===== config.mk =====
export PLATFORM = sky130hd
export DESIGN_NAME = touchpad_click_swipe_recognizer
export DESIGN_NICKNAME = d
export VERILOG_FILES = /design/src/tcsr_pkg.sv /design/src/tcsr_swipe_judge.sv /design/src/touchpad_click_swipe_recognizer.sv
export SDC_FILE = /design/constraint.sdc
export NUM_CORES = 1
export LEC_CHECK = 0
export BUFFER_PORTS_ARGS = -buffer_cell sky130_fd_sc_hd__buf_2
export CAP_MARGIN = 20
export CORE_MARGIN = 5
export CORE_UTILIZATION = 50
export DETAILED_ROUTE_END_ITERATION = 8
export PLACE_DENSITY = 0.78
export SLEW_MARGIN = 25
export SYNTH_ARGS = -nofsm -noshare
export SYNTH_HDL_FRONTEND = slang
export SYNTH_SLANG_ARGS = --single-unit

===== constraint.sdc =====
create_clock -name clk_i -period 4.35 [get_ports clk_i]
set_clock_uncertainty 0.2 [all_clocks]
set_input_delay 1.0875 -clock clk_i [delete_from_list [all_inputs] [get_ports clk_i]]
set_output_delay 1.0875 -clock clk_i [all_outputs]
set_load 0.005 [all_outputs]

===== src/tcsr_pkg.sv =====
// shared types and constants for the touchpad click and swipe recognizer
// no dependencies; used by tcsr_swipe_judge and touchpad_click_swipe_recognizer
package tcsr_pkg;

  // coordinate width default
  localparam int unsigned COORD_BITS = 11;

  // configuration register index width and indexes
  localparam int unsigned CFG_IDX_W = 2;
  localparam logic [CFG_IDX_W-1:0] CFG_THR_X       = 2'd0;
  localparam logic [CFG_IDX_W-1:0] CFG_THR_Y       = 2'd1;
  localparam logic [CFG_IDX_W-1:0] CFG_LEFT_LIMIT  = 2'd2;
  localparam logic [CFG_IDX_W-1:0] CFG_RIGHT_START = 2'd3;

  // register reset values
  localparam int unsigned RESET_THR_X       = 340;
  localparam int unsigned RESET_THR_Y       = 190;
  localparam int unsigned RESET_LEFT_LIMIT  = 640;
  localparam int unsigned RESET_RIGHT_START = 1280;

  // gesture codes
  typedef enum logic [2:0] {
    G_NONE        = 3'd0,
    G_LEFT_PRESS  = 3'd1,
    G_MID_PRESS   = 3'd2,
    G_RIGHT_PRESS = 3'd3,
    G_SWIPE_LEFT  = 3'd4,
    G_SWIPE_RIGHT = 3'd5,
    G_SWIPE_UP    = 3'd6,
    G_SWIPE_DOWN  = 3'd7
  } gesture_e;

endpackage


===== src/tcsr_swipe_judge.sv =====
// swipe classification from a finished touch track
// depends on tcsr_pkg
module tcsr_swipe_judge #(
  parameter int unsigned CW = tcsr_pkg::COORD_BITS
) (
  input  logic [CW-1:0]      start_x_i,
  input  logic [CW-1:0]      start_y_i,
  input  logic [CW-1:0]      latest_x_i,
  input  logic [CW-1:0]      latest_y_i,
  input  logic [CW-1:0]      thr_x_i,
  input  logic [CW-1:0]      thr_y_i,
  output tcsr_pkg::gesture_e gesture_o
);

  logic [CW:0]   dx, dy;
  logic [CW:0]   dx_abs, dy_abs;
  logic [CW-1:0] ax, ay;
  logic          dx_neg, dy_neg;

  // signed displacement, one extra bit for the sign
  assign dx     = {1'b0, latest_x_i} - {1'b0, start_x_i};
  assign dy     = {1'b0, latest_y_i} - {1'b0, start_y_i};
  assign dx_neg = dx[CW];
  assign dy_neg = dy[CW];

  // magnitudes always fit in the coordinate width
  assign dx_abs = dx_neg ? (~dx + 1'b1) : dx;
  assign dy_abs = dy_neg ? (~dy + 1'b1) : dy;
  assign ax     = dx_abs[CW-1:0];
  assign ay     = dy_abs[CW-1:0];

  // thresholds, then the dominant axis; ties go horizontal
  always_comb begin
    if (ax < thr_x_i && ay < thr_y_i) begin
      gesture_o = tcsr_pkg::G_NONE;
    end else if (ax >= ay) begin
      gesture_o = dx_neg ? tcsr_pkg::G_SWIPE_LEFT : tcsr_pkg::G_SWIPE_RIGHT;
    end else begin
      gesture_o = dy_neg ? tcsr_pkg::G_SWIPE_UP : tcsr_pkg::G_SWIPE_DOWN;
    end
  end

endmodule


===== src/touchpad_click_swipe_recognizer.sv =====
// touchpad click and swipe recognizer, top level
// an input transfer reaches the result through the input register and then the result register
// one report per cycle while the output is not stalled; the state update and classification are combinational
// while a result waits, the input stage takes a report only if it is empty, and then stalls
// reset (rst_ni, async, low) clears tracking state and loads the default thresholds/regions
// depends on tcsr_pkg and tcsr_swipe_judge
module touchpad_click_swipe_recognizer #(
  parameter int unsigned COORD_BITS = tcsr_pkg::COORD_BITS
) (
  input  logic                           clk_i,
  input  logic                           rst_ni,
  // configuration writes
  input  logic                           cfg_we_i,
  input  logic [tcsr_pkg::CFG_IDX_W-1:0] cfg_idx_i,
  input  logic [COORD_BITS-1:0]          cfg_wdata_i,
  // report input
  input  logic                           in_valid_i,
  output logic                           in_stall_o,
  input  logic                           click_pressed_i,
  input  logic                           has_touch_data_i,
  input  logic                           touch_active_i,
  input  logic [COORD_BITS-1:0]          touch_x_i,
  input  logic [COORD_BITS-1:0]          touch_y_i,
  // gesture output
  output logic                           out_valid_o,
  input  logic                           out_stall_i,
  output logic [2:0]                     gesture_o
);

  localparam int unsigned CW = COORD_BITS;
  localparam logic [CW-1:0] THR_X_RST       = CW'(tcsr_pkg::RESET_THR_X);
  localparam logic [CW-1:0] THR_Y_RST       = CW'(tcsr_pkg::RESET_THR_Y);
  localparam logic [CW-1:0] LEFT_LIMIT_RST  = CW'(tcsr_pkg::RESET_LEFT_LIMIT);
  localparam logic [CW-1:0] RIGHT_START_RST = CW'(tcsr_pkg::RESET_RIGHT_START);

  // configuration registers
  logic [CW-1:0] thr_x_q, thr_y_q, left_limit_q, right_start_q;

  // input register
  logic          in_valid_q;
  logic          click_q, touch_q;
  logic [CW-1:0] x_q, y_q;

  // recognizer state
  logic          was_clicking_q, was_clicking_d;
  logic          tracking_q, tracking_d;
  logic          suppressed_q, suppressed_d;
  logic [CW-1:0] start_x_q, start_x_d, start_y_q, start_y_d;
  logic [CW-1:0] latest_x_q, latest_x_d, latest_y_q, latest_y_d;

  // result register
  logic               out_valid_q;
  tcsr_pkg::gesture_e gesture_q, gesture_d, swipe_g, region_g;

  logic in_xfer, advance, click_edge, still_clicking;

  // handshake: the input stage drains whenever the result register can take a value
  assign advance    = in_valid_q && (!out_valid_q || !out_stall_i);
  assign in_stall_o = in_valid_q && out_valid_q && out_stall_i;
  assign in_xfer    = in_valid_i && !in_stall_o;

  // configuration writes
  always_ff @(posedge clk_i or negedge rst_ni) begin
    if (!rst_ni) begin
      thr_x_q       <= THR_X_RST;
      thr_y_q       <= THR_Y_RST;
      left_limit_q  <= LEFT_LIMIT_RST;
      right_start_q <= RIGHT_START_RST;
    end else if (cfg_we_i) begin
      unique case (cfg_idx_i)
        tcsr_pkg::CFG_THR_X:       thr_x_q       <= cfg_wdata_i;
        tcsr_pkg::CFG_THR_Y:       thr_y_q       <= cfg_wdata_i;
        tcsr_pkg::CFG_LEFT_LIMIT:  left_limit_q  <= cfg_wdata_i;
        tcsr_pkg::CFG_RIGHT_START: right_start_q <= cfg_wdata_i;
        default: ;
      endcase
    end
  end

  // input register valid
  always_ff @(posedge clk_i or negedge rst_ni) begin
    if (!rst_ni) begin
      in_valid_q <= 1'b0;
    end else if (!in_stall_o) begin
      in_valid_q <= in_valid_i;
    end
  end

  // input register payload
  always_ff @(posedge clk_i) begin
    if (in_xfer) begin
      click_q <= click_pressed_i;
      touch_q <= has_touch_data_i && touch_active_i;
      x_q     <= touch_x_i;
      y_q     <= touch_y_i;
    end
  end

  // region of a click; no touch means middle, left test first
  always_comb begin
    if (!touch_q) begin
      region_g = tcsr_pkg::G_MID_PRESS;
    end else if (x_q < left_limit_q) begin
      region_g = tcsr_pkg::G_LEFT_PRESS;
    end else if (x_q < right_start_q) begin
      region_g = tcsr_pkg::G_MID_PRESS;
    end else begin
      region_g = tcsr_pkg::G_RIGHT_PRESS;
    end
  end

  tcsr_swipe_judge #(
    .CW (CW)
  ) u_judge (
    .start_x_i  (start_x_q),
    .start_y_i  (start_y_q),
    .latest_x_i (latest_x_q),
    .latest_y_i (latest_y_q),
    .thr_x_i    (thr_x_q),
    .thr_y_i    (thr_y_q),
    .gesture_o  (swipe_g)
  );

  assign click_edge     = !was_clicking_q && click_q;
  assign still_clicking = was_clicking_q && click_q;

  // next state and gesture for the report in the input register
  always_comb begin
    was_clicking_d = was_clicking_q;
    tracking_d     = tracking_q;
    suppressed_d   = suppressed_q;
    start_x_d      = start_x_q;
    start_y_d      = start_y_q;
    latest_x_d     = latest_x_q;
    latest_y_d     = latest_y_q;
    gesture_d      = tcsr_pkg::G_NONE;
    if (click_edge) begin
      // press reported, touch tracking left alone
      was_clicking_d = 1'b1;
      gesture_d      = region_g;
      if (tracking_q) begin
        suppressed_d = 1'b1;
      end
    end else begin
      was_clicking_d = still_clicking;
      if (!still_clicking && touch_q && !tracking_q) begin
        // new track
        tracking_d   = 1'b1;
        start_x_d    = x_q;
        start_y_d    = y_q;
        latest_x_d   = x_q;
        latest_y_d   = y_q;
        suppressed_d = 1'b0;
      end else if (tracking_q && touch_q) begin
        latest_x_d = x_q;
        latest_y_d = y_q;
      end else if (tracking_q && !touch_q) begin
        // finger lifted
        tracking_d = 1'b0;
        if (!suppressed_q) begin
          gesture_d = swipe_g;
        end
      end
    end
  end

  // state registers
  always_ff @(posedge clk_i or negedge rst_ni) begin
    if (!rst_ni) begin
      was_clicking_q <= 1'b0;
      tracking_q     <= 1'b0;
      suppressed_q   <= 1'b0;
      start_x_q      <= '0;
      start_y_q      <= '0;
      latest_x_q     <= '0;
      latest_y_q     <= '0;
    end else if (advance) begin
      was_clicking_q <= was_clicking_d;
      tracking_q     <= tracking_d;
      suppressed_q   <= suppressed_d;
      start_x_q      <= start_x_d;
      start_y_q      <= start_y_d;
      latest_x_q     <= latest_x_d;
      latest_y_q     <= latest_y_d;
    end
  end

  // result register valid
  always_ff @(posedge clk_i or negedge rst_ni) begin
    if (!rst_ni) begin
      out_valid_q <= 1'b0;
    end else if (advance) begin
      out_valid_q <= 1'b1;
    end else if (!out_stall_i) begin
      out_valid_q <= 1'b0;
    end
  end

  // result register payload
  always_ff @(posedge clk_i) begin
    if (advance) begin
      gesture_q <= gesture_d;
    end
  end

  assign out_valid_o = out_valid_q;
  assign gesture_o   = gesture_q;

endmodule


Word level (Yosys, flattened, before mapping)
Cells that the tools add are included.

$add $sub $neg: 4. Order comparisons: 5. Equal/unequal tests: 6. Mux-type cells: 27. Bitwise operators: 3. Reduce and logical (&&, ||, !) cells: 32.

Operators with widths (count): $mux W11 (6); $lt A11 B11 Y1 (4); $sub A11 B11 Y12 (2); $add A11 B1 Y11 const B (2); $not A11 Y11 (2); $mux W3 (7); $logic_and A1 B1 Y1 (12); $mux W1 (12); $ge A11 B11 Y1 (1); $reduce_and A3 Y1 (3); $reduce_and A2 Y1 (4); $logic_not A1 Y1 (7); $reduce_bool A2 Y1 (3); $eq A2 B2 Y1 const B (2); $mux W2 (2); $ne A2 B2 Y1 const B (2); $reduce_and A4 Y1 (1); $eq A2 B1 Y1 const B (1); $logic_not A2 Y1 (1); $ne A2 B1 Y1 const B (1); $logic_or A1 B1 Y1 (1); $not A1 Y1 (1).

Flip-flop bits (word level): 120. Bits of input ports: 43. Output and inout port bits: 5. Logic and storage cells: 95.

Depth between registers and ports, before layout
Word-level depth: 12. Depth in mapped cells: 20. Mapped depth without buffers: 20.

Modules after synthesis
From an unflattened synthesis, not the netlist that was laid out.

Cell total of the unflattened synthesis: 651. Area total of the unflattened synthesis: 7422.1 sq um.

Modules (own cells, without submodules): touchpad_click_swipe_recognizer (times used 1, cells an instance 321, area each 5033.6 sq um, seq. area each 3155.5 sq um); tcsr_swipe_judge (times used 1, cells an instance 330, area each 2388.5 sq um, seq. area each 0.0 sq um).

Worst setup path after synthesis
No wires, ideal clock.

Path type: register to register. Start: reg latest_x_q[0]. End: reg gesture_q[0], in the netlist gesture_o[0], data pin. Library setup time: 257 ps. Arrival: 3641 ps. Data required time: 3893 ps. Path slack: 252 ps. Stages on the path, launching flop included: 19. Cells stage by stage: dfrtp_1 -> inv_1 -> ha_1 -> inv_1 -> fa_1 -> a21oi_1 -> o21ai_2 -> a21oi_2 -> xor2_1 -> inv_1 -> or3b_4 -> o31ai_4 -> xnor2_1 -> ha_1 -> a211oi_1 -> nand2_1 -> o31ai_1 -> nor2_1 -> a32o_1.

Longest elaborated chain between the ends: 12.

RTL lines: start: declaration (line touchpad_click_swipe_recognizer.sv:49) `logic [CW-1:0] latest_x_q, latest_x_d, latest_y_q, latest_y_d;`; start signal: assignment (line touchpad_click_swipe_recognizer.sv:183) `latest_x_q <= latest_x_d;`; $sub A11 B11 Y12 * (line tcsr_swipe_judge.sv:21) `assign dx = {1'b0, latest_x_i} - {1'b0, start_x_i};`; $not A11 Y11 (line tcsr_swipe_judge.sv:27) `assign dx_abs = dx_neg ? (~dx + 1'b1) : dx;`; $add A11 B1 Y11 (line tcsr_swipe_judge.sv:27); $mux W11 (line tcsr_swipe_judge.sv:27); $ge A11 B11 Y1 or $lt A11 B11 Y1 (tied branches) (line tcsr_swipe_judge.sv:36, tcsr_swipe_judge.sv:34); $mux W3 or $logic_and A1 B1 Y1 (tied branches) (line tcsr_swipe_judge.sv:36, tcsr_swipe_judge.sv:34); $mux W3 * (line tcsr_swipe_judge.sv:34) `if (ax < thr_x_i && ay < thr_y_i) begin`; $mux W3 * (line touchpad_click_swipe_recognizer.sv:160) `if (!suppressed_q) begin`; $mux W3 * (line touchpad_click_swipe_recognizer.sv:157) `end else if (tracking_q && !touch_q) begin`; $mux W3 * (line touchpad_click_swipe_recognizer.sv:154) `end else if (tracking_q && touch_q) begin`; $mux W3 * (line touchpad_click_swipe_recognizer.sv:146) `if (!still_clicking && touch_q && !tracking_q) begin`; $mux W3 * (line touchpad_click_swipe_recognizer.sv:137) `if (click_edge) begin`; net gesture_d[0] (line touchpad_click_swipe_recognizer.sv:53) `tcsr_pkg::gesture_e gesture_q, gesture_d, swipe_g, region_g;`; end signal: assignment (line touchpad_click_swipe_recognizer.sv:202) `gesture_q <= gesture_d;`; end: declaration (line touchpad_click_swipe_recognizer.sv:53).

The timed path passes the listed nets; every way through them passes the cells marked *. A chain may end at the register's enable or synchronous reset.

Final worst setup path
Start: reg latest_x_q[1]. End: reg gesture_q[0], in the netlist gesture_o[0], data pin.

The elaborated chain is that of the path after synthesis.

==> results.json <==
{
  "status": "finished, violations left",
  "failed_checks": "negative setup slack",
  "rsz0062_at_grt": "true",
  "die-width_um": 129,
  "clkLatencyLatePin_ps": 420,
  "synth_cell_types": 65,
  "initial_core_util": 0.508,
  "clockBufferDepth": 2,
  "cts_root_buffer": "clkbuf_16",
  "cts.htree.levels": 4,
  "multi_input_area_um2": 3790,
  "syn-cell-area_um2": 7050,
  "cts_num_sinks": 120,
  "areaGrowthSynthToFinish_pct": 21.9,
  "synth.avg_cell_area_um2": 10.7,
  "placed_cells": 887,
  "final_cell_area_um2": 8600,
  "clk_pin_slew_ps": 60,
  "synth_edf_count": 27,
  "finalNetCount": 861,
  "final_max_slew_viol_count": 0,
  "cts_inserted_buffers": 17,
  "whs_ps": 279,
  "port_buffers": 47,
  "ys_warn_count": 0,
  "placed_area_um2": 7590,
  "seq_area_frac_synth": 0.447,
  "end_kind": "flip-flop",
  "worstPathRequired_ps": 4330,
  "firstDrtPassIters": 5,
  "drt-total-wl_um": 16700,
  "async_flop_share": 0.775,
  "hold_buffers": 0,
  "hold_violations": 0,
  "synth_ff_type": "dfrtp_1",
  "final_layout_size_suffix_gt1_frac": 0.322,
  "cp_max_fo": 8,
  "period_minus_slack_ps": 4430,
  "grt_pass1_wl_um": 25500,
  "vias_per_cell": 5.58,
  "drtIter0Drc": 324,
  "seq_area_um2": 3160,
  "instances_no_fill": 934,
  "critPathArrivalTime_ps": 4410,
  "fp-row-count": 43,
  "fin_crit_sh": 1.02,
  "coreArea_um2": 13900,
  "synthesis.nets": 778,
  "avgRoutedWirePerCell_um": 17.9,
  "hold_class": "flip-flop to flip-flop",
  "drc": 0,
  "grt_max_degree": 75,
  "syn-instance-count": 658,
  "setup_viol": 1,
  "antenna_found_initial": 0,
  "fillerInstances": 1034,
  "grt_pass1_vias": 5334,
  "worst_slack_ps": -79.4,
  "grt_usage": 0.195,
  "vias": 5214,
  "gp_congestion": 0.862,
  "dp_hpwl_um": 10700,
  "globalRouteOverflowTotal": 0,
  "die_h_um": 129,
  "io_pins": 48,
  "critPathKind": "flip-flop to flip-flop",
  "drv_cap": 0,
  "slew_headroom": 0.514,
  "die_area_um2": 16600,
  "cp-start-kind": "flip-flop",
  "antennaDiodeCount": 0,
  "synth_seq_cells": 120,
  "worst_pin_slew_ps": 726,
  "cts_tree": "done",
  "ant_nets": 0,
  "fmax_ghz": 0.226
}
layout by cell type, fill, tap and decap left out, types with 4 or more instances in the layout:
cell type	instances
inv_1	82
dfrtp_1	79
ha_1	70
mux2_2	59
nand2_1	53
buf_2	46
o21ai_0	40
buf_4	32
edfxtp_1	27
xnor2_1	23
nor2_1	21
a21oi_1	20
clkbuf_16	17
a21o_1	15
dfstp_2	14
nand3_1	9
xor2_1	8
xnor2_2	7
nand2b_1	7
a21oi_2	6
o21a_1	6
o21ai_1	5
o21ai_2	4
nor2b_1	4
ha_2	4
bufinv_16	4
clkinvlp_4	4
flip-flops by register name (all words and copies together) (netlist names):
register	cells
touch_q	1
tracking_q	1
latest_y_q	11
click_q	1
gesture_o	3
start_y_q	11
thr_x_q	11
y_q	11
right_start_q	11
suppressed_q	1
start_x_q	11
latest_x_q	11
out_valid_o	1
thr_y_q	11
left_limit_q	11
x_q	11
in_valid_q	1
was_clicking_q	1
area by class of cell:
cell class	count	area share
Multi-Input combinational cell	439	0.441
Tap cell	180	0.0262
Clock buffer	20	0.0531
Inverter	84	0.0367
Clock inverter	12	0.0202
Timing Repair Buffer	79	0.0560
Sequential cell	120	0.367
path summary, 6_finish.rpt:
kind	to	depth (start not counted)	slack (ps)	startpoint
worst min register to register	start_y_q[5]	2	280	y_q[5]
worst max register to register	gesture_o[0]	18	-80	latest_x_q[1]
max in group asynchronous	left_limit_q[7]	2	2810	rst_ni
worst max-delay path	gesture_o[0]	18	-80	latest_x_q[1]
min in group asynchronous	latest_x_q[7]	1	490	rst_ni
worst min-delay path	start_y_q[5]	2	280	y_q[5]
worst max-delay path, cell delays in order (launching register included):
cell and delay (ps):
dfrtp_1 410, ha_1 280, nor2b_4 140, o2111ai_2 220, nand3_2 140, a211oi_2 180, o21ai_1 130, a31oi_1 190
buf_4 190, nand2_1 100, xnor2_2 280, ha_1 290, o2111ai_1 100, a21oi_1 90, a2111oi_2 400, nor2_1 110
o31ai_2 350, nor2_1 130, a32o_1 230
synthesized netlist by cell type (2+ instances only):
library cell  number  share of area
inv_1             84          0.045
dfrtp_1           79           0.28
ha_1              75           0.13
mux2_2            59          0.094
nand2_1           53          0.028
o21ai_0           46          0.033
xnor2_1           30          0.037
edfxtp_1          27           0.11
a21oi_1           26          0.018
nor2_1            22          0.012
a21o_1            16          0.017
dfstp_2           14          0.052
xor2_1            11          0.014
clkbuf_1          10         0.0053
nand3_1           10         0.0071
nor2b_1            8         0.0071
nand2b_1           7         0.0062
o21a_1             6         0.0064
nor3_1             5         0.0035
o2111ai_1          4         0.0050
a211oi_1           3         0.0032
a31oi_1            3         0.0027
and2_1             3         0.0027
nand4_1            3         0.0027
o21bai_1           3         0.0032
a2111oi_0          2         0.0025
a21boi_0           2         0.0021
and3_1             2         0.0018
buf_1              2         0.0011
buf_2              2         0.0014
fa_1               2         0.0057
nand3b_1           2         0.0021
nor4_1             2         0.0018
o211ai_1           2         0.0021
o21ai_2            2         0.0025
o31ai_1            2         0.0021
per-layer routing:
layer	GRT usage	wire, um	vias to the layer above
li1	-	-	2454
met1	0.239	6870	2569
met2	0.330	8600	150
met3	0.0419	710	41
met4	0.0877	489	0
met5	0	0	-
cell families (layout without fill, tap and decap cells):
family,after synthesis,count (layout),synth area share
xor gates and xnor gates,41,41,0.0509
buffers and inverters,99,195,0.0541
muxes,60,60,0.0956
adders and majority gates,77,77,0.139
DFF,120,120,0.447
and+or+nand+nor,126,126,0.0864
AOI/OAI and AO/OA,135,135,0.127
through the flow:
step	util	worst slack, ps	TNS [ps]
after global routing	0.619	-200	-352
after global placement	0.547	-11.4	-11.4
after floorplan	-	252	0
after detailed placement	0.547	-123	-123
after CTS	0.595	0.448	0
final	0.619	-79.4	-79.4
timing repair:
action,in CTS,in global routing
buffers inserted,1,14
endpoints found under the setup margin,2,3
gates resized for setup,7,50
hold endpoints to repair,0,0
pin swaps,1,32
Power is not shown: default switching activity piles up to over one toggle a cycle in this logic, so the estimate is an artifact.
